==> config.mk <==
export PLATFORM = sky130hd
export DESIGN_NAME = awu_ctrl
export DESIGN_NICKNAME = d
export VERILOG_FILES = /design/src/hdl/awu_pkg.sv /design/src/hdl/awu_ctrl.sv
export SDC_FILE = /design/constraint.sdc
export NUM_CORES = 1
export LEC_CHECK = 0
export BUFFER_PORTS_ARGS = -buffer_cell sky130_fd_sc_hd__buf_2
export CAP_MARGIN = 10
export CORE_MARGIN = 2
export CORE_UTILIZATION = 35
export CTS_CLUSTER_DIAMETER = 30
export CTS_CLUSTER_SIZE = 12
export DETAILED_ROUTE_END_ITERATION = 7
export PLACE_DENSITY = 0.66
export SLEW_MARGIN = 10
export SYNTH_ARGS = -nofsm -noshare
export SYNTH_HDL_FRONTEND = slang
export SYNTH_SLANG_ARGS = --single-unit
==> constraint.sdc <==
create_clock -name clk -period 3.5 [get_ports clk]
set_clock_uncertainty 0.05 [all_clocks]
set_input_delay 0.525 -clock clk [delete_from_list [all_inputs] [get_ports clk]]
set_output_delay 0.525 -clock clk [all_outputs]
set_load 0.02 [all_outputs]
==> src/hdl/awu_pkg.sv <==
// Shared types for the accumulator with undo history: request and status codes,
// and the command and status groups between controller and datapath.
// No dependencies.
`timescale 1ns / 1ps

package awu_pkg;

  localparam int TOTAL_W   = 32;
  localparam int REQ_W     = 3;
  localparam int COUNT_W   = 7;
  localparam int DIV_STEPS = 31;
  localparam int DCNT_W    = 5;

  typedef enum logic [REQ_W-1:0] {
    REQ_ADD  = 3'd0,
    REQ_SUB  = 3'd1,
    REQ_MUL  = 3'd2,
    REQ_DIV  = 3'd3,
    REQ_UNDO = 3'd4
  } req_t;

  typedef enum logic [1:0] {
    ST_OK         = 2'd0,
    ST_DIV_ZERO   = 2'd1,
    ST_UNDO_EMPTY = 2'd2
  } status_t;

  typedef struct packed {
    logic    load;
    logic    exec_add;
    logic    exec_sub;
    logic    exec_mul;
    logic    mul_sat;
    logic    div_init;
    logic    div_step;
    logic    div_sat;
    logic    undo_read;
    logic    undo_load;
    logic    commit;
    logic    reply;
    status_t reply_status;
  } awu_cmd_t;

  typedef struct packed {
    logic opnd_zero;
    logic hist_empty;
  } awu_sts_t;

endpackage

==> src/hdl/awu_ctrl.sv <==
// Controller: sequences each request through the datapath and owns both handshakes.
// Depends on awu_pkg.
`timescale 1ns / 1ps

module awu_ctrl import awu_pkg::*; (
  input  logic             clk,
  input  logic             rst_n,
  input  logic             in_tvalid,
  output logic             in_tready,
  input  logic [REQ_W-1:0] in_tuser,
  output logic             out_tvalid,
  input  logic             out_tready,
  input  awu_sts_t         sts,
  output awu_cmd_t         cmd
);

  typedef enum logic [7:0] {
    S_IDLE   = 8'b0000_0001,
    S_EXEC   = 8'b0000_0010,
    S_MULSAT = 8'b0000_0100,
    S_DIV    = 8'b0000_1000,
    S_DIVSAT = 8'b0001_0000,
    S_UNDO   = 8'b0010_0000,
    S_COMMIT = 8'b0100_0000,
    S_REPLY  = 8'b1000_0000
  } state_t;

  state_t              state_r, state_nxt;
  logic [REQ_W-1:0]    kind_r, kind_nxt;
  logic [DCNT_W-1:0]   cnt_r, cnt_nxt;
  status_t             stat_r, stat_nxt;
  logic                ovalid_r, ovalid_nxt;
  logic                accept, slot_free;

  assign in_tready  = (state_r == S_IDLE);
  assign accept     = in_tvalid && in_tready;
  assign out_tvalid = ovalid_r;
  assign slot_free  = !ovalid_r || out_tready;

  always_comb begin
    state_nxt = state_r;
    kind_nxt  = kind_r;
    cnt_nxt   = cnt_r;
    stat_nxt  = stat_r;
    cmd       = '0;
    cmd.reply_status = stat_r;

    unique case (state_r)
      S_IDLE: begin
        if (accept) begin
          cmd.load  = 1'b1;
          kind_nxt  = in_tuser;
          stat_nxt  = ST_OK;
          state_nxt = S_EXEC;
        end
      end
      S_EXEC: begin
        unique case (kind_r)
          REQ_ADD: begin
            cmd.exec_add = 1'b1;
            state_nxt    = S_COMMIT;
          end
          REQ_SUB: begin
            cmd.exec_sub = 1'b1;
            state_nxt    = S_COMMIT;
          end
          REQ_MUL: begin
            cmd.exec_mul = 1'b1;
            state_nxt    = S_MULSAT;
          end
          REQ_DIV: begin
            if (sts.opnd_zero) begin
              stat_nxt  = ST_DIV_ZERO;
              state_nxt = S_REPLY;
            end else begin
              cmd.div_init = 1'b1;
              cnt_nxt      = DCNT_W'(DIV_STEPS - 1);
              state_nxt    = S_DIV;
            end
          end
          REQ_UNDO: begin
            if (sts.hist_empty) begin
              stat_nxt  = ST_UNDO_EMPTY;
              state_nxt = S_REPLY;
            end else begin
              cmd.undo_read = 1'b1;
              state_nxt     = S_UNDO;
            end
          end
          default: begin
            // Unknown request codes change nothing and report ok.
            state_nxt = S_REPLY;
          end
        endcase
      end
      S_MULSAT: begin
        cmd.mul_sat = 1'b1;
        state_nxt   = S_COMMIT;
      end
      S_DIV: begin
        cmd.div_step = 1'b1;
        cnt_nxt      = cnt_r - 1'b1;
        if (cnt_r == '0) begin
          state_nxt = S_DIVSAT;
        end
      end
      S_DIVSAT: begin
        cmd.div_sat = 1'b1;
        state_nxt   = S_COMMIT;
      end
      S_UNDO: begin
        cmd.undo_load = 1'b1;
        state_nxt     = S_REPLY;
      end
      S_COMMIT: begin
        cmd.commit = 1'b1;
        state_nxt  = S_REPLY;
      end
      S_REPLY: begin
        if (slot_free) begin
          cmd.reply = 1'b1;
          state_nxt = S_IDLE;
        end
      end
      default: begin
        state_nxt = S_IDLE;
      end
    endcase
  end

  always_comb begin
    ovalid_nxt = ovalid_r;
    if (cmd.reply) begin
      ovalid_nxt = 1'b1;
    end else if (out_tready) begin
      ovalid_nxt = 1'b0;
    end
  end

  always_ff @(posedge clk) begin
    if (!rst_n) begin
      state_r  <= S_IDLE;
      kind_r   <= '0;
      cnt_r    <= '0;
      stat_r   <= ST_OK;
      ovalid_r <= 1'b0;
    end else begin
      state_r  <= state_nxt;
      kind_r   <= kind_nxt;
      cnt_r    <= cnt_nxt;
      stat_r   <= stat_nxt;
      ovalid_r <= ovalid_nxt;
    end
  end

endmodule

### After elaboration in Yosys (flattened, before gate mapping)

Cells that the tools add are included.
W data, S select, Z words.

| word-level totals | value |
|---|---|
| register bits | 19 |
| output and inout bits | 16 |

| operators by class | value |
|---|---|
| add/sub/neg operators | 1 |
| eq/ne operators | 20 |
| muxes and demuxes | 36 |
| reductions and logical operators | 15 |

Operators with widths:

| operator | number |
|---|---|
| $pmux W8 S6 | 1 |
| $mux W8 | 5 |
| $pmux W8 S4 | 1 |
| $mux W1 | 20 |
| $mux W5 | 2 |
| $pmux W5 S2 | 1 |
| $eq A8 B1 Y1 const B | 1 |
| $eq A8 B2 Y1 const B | 1 |
| $eq A8 B3 Y1 const B | 1 |
| $eq A8 B4 Y1 const B | 1 |
| $eq A8 B5 Y1 const B | 1 |
| $eq A8 B6 Y1 const B | 1 |
| $eq A8 B7 Y1 const B | 1 |
| $eq A8 B8 Y1 const B | 1 |
| $pmux W2 S2 | 2 |
| $eq A3 B2 Y1 const B | 2 |
| $mux W2 | 3 |
| $ne A2 B2 Y1 const B | 3 |
| $ne A3 B3 Y1 const B | 2 |
| $reduce_and A3 Y1 | 2 |
| $reduce_bool A2 Y1 | 3 |
| $reduce_or A2 Y1 | 3 |
| $logic_not A5 Y1 | 1 |
| $reduce_and A5 Y1 | 1 |
| other kinds (11) | 12 |

### Longest topological paths before layout

Gate-level depths: netlist of the first run.

| logic depth | value |
|---|---|
| depth after elaboration | 5 |
| gate-level depth with buffers | 6 |
| mapped depth without buffers | 6 |

### Worst setup path before layout of the first run

OpenSTA, ideal clock, no wires.

| timing | value |
|---|---|
| path kind | register to output |
| from | register state_r[6] |
| to | output cmd[11] in the netlist's numbering |
| arrival time | 1.710 ns |
| data required time | 2.925 ns |
| setup slack | 1.215 ns |
| cell stages (with the launch flop) | 4 |
| buffers on the path | 0 |
| cells stage by stage | dfxtp_1 > nor4_4 > nand3_1 > nor4b_1 |

RTL lines:

| what | line | text |
|---|---|---|
| start, declared | awu_ctrl.sv:28 | `state_t state_r, state_nxt;` |
| start signal, assigned | awu_ctrl.sv:148 | `state_r <= state_nxt;` |
| end, declared | awu_ctrl.sv:14 | `output awu_cmd_t cmd` |

==> results of run 1 <==
[where the power goes]
group,switching (mW),internal (mW)
combinational,0.0381,0.0288
clock,0.0711,0.0445
sequential,0.0120,0.222
total,0.121,0.295
[worst max-delay path, stage by stage, from the launching register on]
cell and delay [ps]:
dfxtp_1 590, nor4bb_1 460, nand4_1 290, inv_1 140, buf_2 170
[per-layer routing]
layer | up-vias | track usage | share of wire | wire [um]
met1 | 489 | 0.189 | 0.46 | 1100
li1 | 522 | - | - | -
met5 | - | 0 | 0 | 0
met3 | 5 | 0.0195 | 0.029 | 69
met4 | 0 | 0.0857 | 0.024 | 58
met2 | 25 | 0.236 | 0.48 | 1150
[kinds of logic (layout without fill, tap and decap cells)]
kind of cell             count (synthesis)  in the layout  share of synthesized area
AND/OR/NAND/NOR                         65             65                      0.377
adder cells (fa/ha/maj)                  1              1                     0.0114
AO/OA/AOI/OAI                           29             29                      0.190
XOR/XNOR                                 2              2                     0.0159
flip-flops                              19             19                      0.345
buffers and inverters                   15             36                     0.0602
[Yosys cell counts, types with 2 or more instances]
master,count
a21boi_0,5
a21boi_1,2
a21oi_1,4
and3_1,3
buf_2,2
buf_4,2
clkbuf_1,3
dfxtp_1,19
inv_1,6
inv_2,2
nand2_1,14
nand2b_1,3
nand3_1,8
nand4_1,2
nor2_1,10
nor2b_1,3
nor3_1,5
nor4_1,3
nor4_4,3
nor4bb_1,2
o211ai_1,2
o21ai_0,5
o21ai_1,2
[sequential cells by signal (all words and copies together) (netlist names)]
| signal | cells |
|---|---|
| stat_r | 2 |
| kind_r | 3 |
| cnt_r | 5 |
| out_tvalid | 1 |
| state_r | 8 |
[stage by stage]
step / worst slack [ps] / hold WS [ps]
2_1_floorplan: 1220 / 438
3_3_place_gp: 1350 / 394
3_5_place_dp: 1300 / 390
4_1_cts: 937 / 358
5_1_grt: 687 / 349
6_report: 957 / 362
[layout make-up]
class                      count  area, um2  share of cell area
tap                           44       55.1              0.0435
inverter                       8       30.0              0.0237
clock buffer                   4       26.3              0.0208
sequential                    19        380               0.300
multi-input combinational     97        654               0.517
timing repair buffer          24        120              0.0949
[final timing paths]
check	endpoint	start	cells after the start	slack, ps
hold reg to reg	stat_r[1]$_SDFFE_PN0P_	stat_r[1]$_SDFFE_PN0P_	2	410
setup reg to reg	cnt_r[0]$_SDFFE_PN0P_	kind_r[1]$_SDFFE_PN0P_	5	1570
setup / recovery	cmd[8]	kind_r[1]$_SDFFE_PN0P_	4	960
hold / removal	state_r[5]$_SDFFE_PN0P_	sts[0]	2	360
==> run metrics, run 1 <==
Root Driver clkbuf_4; Synth area leader dfxtp_1; CTS Sinks 19; Max VDD drop 0.000124 V; Max Buffers Root-to-Sink 2; gp weighted congestion 0.777; critical path fanouts, max 15; Die Ht 60.1 um; GRT Total Usage 0.148; worst slew pin tran 444 ps; Site Rows 20; YS warnings 0; die area 3610 um2; synth unique cells 44; Crit path required time 2920 ps; total core area 3030 um2; share of cells above drive strength 1 0.230; CP Capture Type output port; global-route wire length before repair 4000 um; Filler cells 313; num ports 25; H-tree levels 1; First-pass DRT Iterations 4; design area 1270 um2; initial antenna violation count 0; most frequent cells in the layout buf_2 (24), dfxtp_1 (19), nand2_1 (14), nor2_1 (10), nand3_1 (8); via-per-instance ratio 5.31; Post-Syn Instances 131; DR DRC count 0; CTS Buf Count 3; worst-skew pair later-pin latency 310 ps; I/O Buffers 24; Layout Nets 163; cts repair resizes 0; buffers inserted by post-CTS timing repair 0; Antenna Nets Post-Route 0; CP arrival 1970 ps; Final Core Density 0.418; grt total ovfl 0; Main synth FF type dfxtp_1; Setup Viol. Count Final 0; Post-Syn Nets 141; Slew HR 0.702; Async S/R FF share, synth 0; clk slew on worst S/H paths 120 ps; Synth Cell Area 1100 um2; Pwr Total 416 uW; Synth area leaders dfxtp_1 (35%), nor4_4 (5.8%), nand2_1 (4.8%); largest net degree at the start of global routing 21; Hold Vio Cnt, Final 0; number of synthesized register bits 19; Crit Path Class flop to output port; post-layout min period 2540 ps; Area Growth Syn to Fin 15.0%; Leakage 0.535 nW; Die Width 60.1 um; Cell Area, Placed 1240 um2; sequential cell area fraction in the yosys report 0.345; period utilization 0.726; Worst Setup Start Kind flop; FMAX 0.393 GHz; antenna fix cells 0; final cell count without fillers 196; Routed WL 2370 um; maximum capacitance violations 0; RSZ-0062 raised after global routing no; outcome completed; Synth Area per Inst 8.41 um2; Pwr per Cell Area 329 nW/um2; DRT iter0 DRCs 55; via count 1,041; Placed Cells 192; number of global-route vias before repair 926; commonest non-fill, non-tap cell in the layout buf_2; Initial Util 0.364; Synth top area share 0.345; max-slew violation total from the final report 0; CTS tree yes; hold_buf cts 0; Worst Hold Class primary input to flop; WL/cell 12.1 um; TNS Setup 0 ps; number of synthesized flops with an enable pin 0; dpl hpwl 1800 um
(Power assumes the default switching activity.)
==> inputs of run 2 (changes only) <==
PLACE_DENSITY = 0.68   (was 0.66)
clock period = 2.1 ns   (was 3.5 ns; I/O delays follow)
==> run metrics, run 2 (synthesized netlist as in run 1, its figures left out) <==
hold_buf cts 0 (unchanged); via-per-instance ratio 5.16 (-2.9%); commonest non-fill, non-tap cell in the layout buf_2; Antenna Nets Post-Route 0 (unchanged); max-slew violation total from the final report 0 (unchanged); worst path cell trace nor4_4 > buf_6 > and3_4 > nand2_1 > inv_1 > buf_4; Crit path required time 1740 ps (-1180 ps); FMAX 0.495 GHz; DR DRC count 0 (unchanged); Area Growth Syn to Fin 27.0%; Placed Cells 196 (+2.1%); Crit Path Class flop to output port; Pwr per Cell Area 514 nW/um2 (+56%); worst-skew pair later-pin latency 290 ps (-20 ps); CTS Buf Count 3 (unchanged); clk slew on worst S/H paths 110 ps (about the same); total core area 3030 um2 (unchanged); biggest regs state_r: 8 flops, cnt_r: 5 flops, kind_r: 3 flops; Leakage 0.585 nW (+9.4%); Max Buffers Root-to-Sink 2 (unchanged); largest net degree at the start of global routing 21 (unchanged); CP arrival 1650 ps (-320 ps); most frequent cells in the layout buf_2 (21), dfxtp_1 (16), nand2_1 (14), buf_4 (11), nor2_1 (9); post-layout min period 2020 ps; Worst Hold Class primary input to flop; Layout Nets 172 (+5.5%); worst slew pin tran 352 ps (-92.0 ps); global-route wire length before repair 4110 um (+2.6%); Die Ht 60.1 um (unchanged); DRT iter0 DRCs 21 (-62%); Routed WL 2550 um (+7.8%); number of global-route vias before repair 958 (+3.5%); GRT Total Usage 0.147 (-0.000890); sw frac 0.288 (-0.00288); Worst path max stage delay 350 ps (-240 ps); I/O Buffers 24 (unchanged); Max VDD drop 0.000361 V (+190%); WHS 204 ps (-158 ps); Place WS 135 ps (-1160 ps); share of cells above drive strength 1 0.329 (+0.0989); dpl hpwl 1830 um (+1.4%); Initial Util 0.364 (unchanged); die area 3610 um2 (unchanged); Pwr Total 719 uW (+73%); Reg power frac 0.533 (-0.029); Final Core Density 0.462 (+0.0438); clock power share 0.258 (-0.020); WL/cell 12.5 um (+3.0%); TNS Setup 0 ps (unchanged); period utilization 0.962; RSZ-0062 raised after global routing yes; CP Capture Type output port; First-pass DRT Iterations 4 (unchanged); final worst setup slack 80.4 ps (-877 ps); Logic pwr share 0.209 (+0.048); Site Rows 20 (unchanged); design area 1400 um2 (+10%); outcome completed; switching pwr 207 uW (+71%); Biggest register state_r; CTS Sinks 19 (unchanged); final cell count without fillers 205 (+4.6%); grt total ovfl 0 (unchanged); Largest register FFs 8 (unchanged); Setup Viol. Count Final 0 (unchanged); Hold Vio Cnt, Final 0 (unchanged); initial antenna violation count 0 (unchanged); num ports 25 (unchanged); antenna fix cells 0 (unchanged); cell at the slowest stage of the critical path dfxtp_2; H-tree levels 1 (unchanged); Internal 512 uW (+73%); via count 1,057 (+1.5%); Slew HR 0.764 (+0.0628); Root Driver clkbuf_4; Die Width 60.1 um (unchanged); maximum capacitance violations 0 (unchanged); Worst Setup Start Kind flop; critical path fanouts, max 7 (-8); Cell Area, Placed 1270 um2 (+2.4%); CTS tree yes; gp weighted congestion 0.805 (+3.6%)
[run 2: changes by cell type in the layout (fill, tap and decap cells not counted), sizes merged]
cell / delta
buf: +9
[run 2: final timing paths]
path,from,to,slack [ps],cells past startpoint
max,state_r[6]$_SDFFE_PN0P_,cmd[13],80,6
min reg2reg,stat_r[1]$_SDFFE_PN0P_,stat_r[1]$_SDFFE_PN0P_,410,2
max reg2reg,state_r[0]$_SDFFE_PN1P_,state_r[0]$_SDFFE_PN1P_,340,6
min,sts[0],state_r[5]$_SDFFE_PN0P_,200,2
[run 2: power groups by stage]
stage / registers (mW) / logic (mW) / clock network [mW]
after floorplan: 0.386 / 0.0984 / 0
after CTS: 0.382 / 0.129 / 0.191
after detailed placement: 0.390 / 0.125 / 0
final: 0.383 / 0.150 / 0.186
after global routing: 0.385 / 0.163 / 0.208
after global placement: 0.390 / 0.122 / 0
[run 2: worst max-delay path, delay by kind of cell, from the launching register on]
family / cells / cell delay (ps)
AND/OR/NAND/NOR: 3 / 620
flip-flops: 1 / 350
buffers and inverters: 3 / 370
[run 2: layout make-up]
type	instances	area (um2)
well taps	44	55.1
inverters	8	32.5
clock buffers	4	26.3
flip-flops and latches	19	384
repair buffers	33	199
fillers	298	1630
multi-input cells	97	702
[run 2: timing repair]
item                       in CTS  in global routing
setup endpoints to repair       5                  7
pin swaps                       1                  2
resized for setup               4                 13
setup buffers                   1                  4
[run 2: per-layer routing]
layer	up-vias	routed length [um]	GRT usage
li1	532	-	-
met1	499	1170	0.197
met2	24	1280	0.241
met3	2	78	0.0195
met4	0	27	0.0508
met5	-	0	0
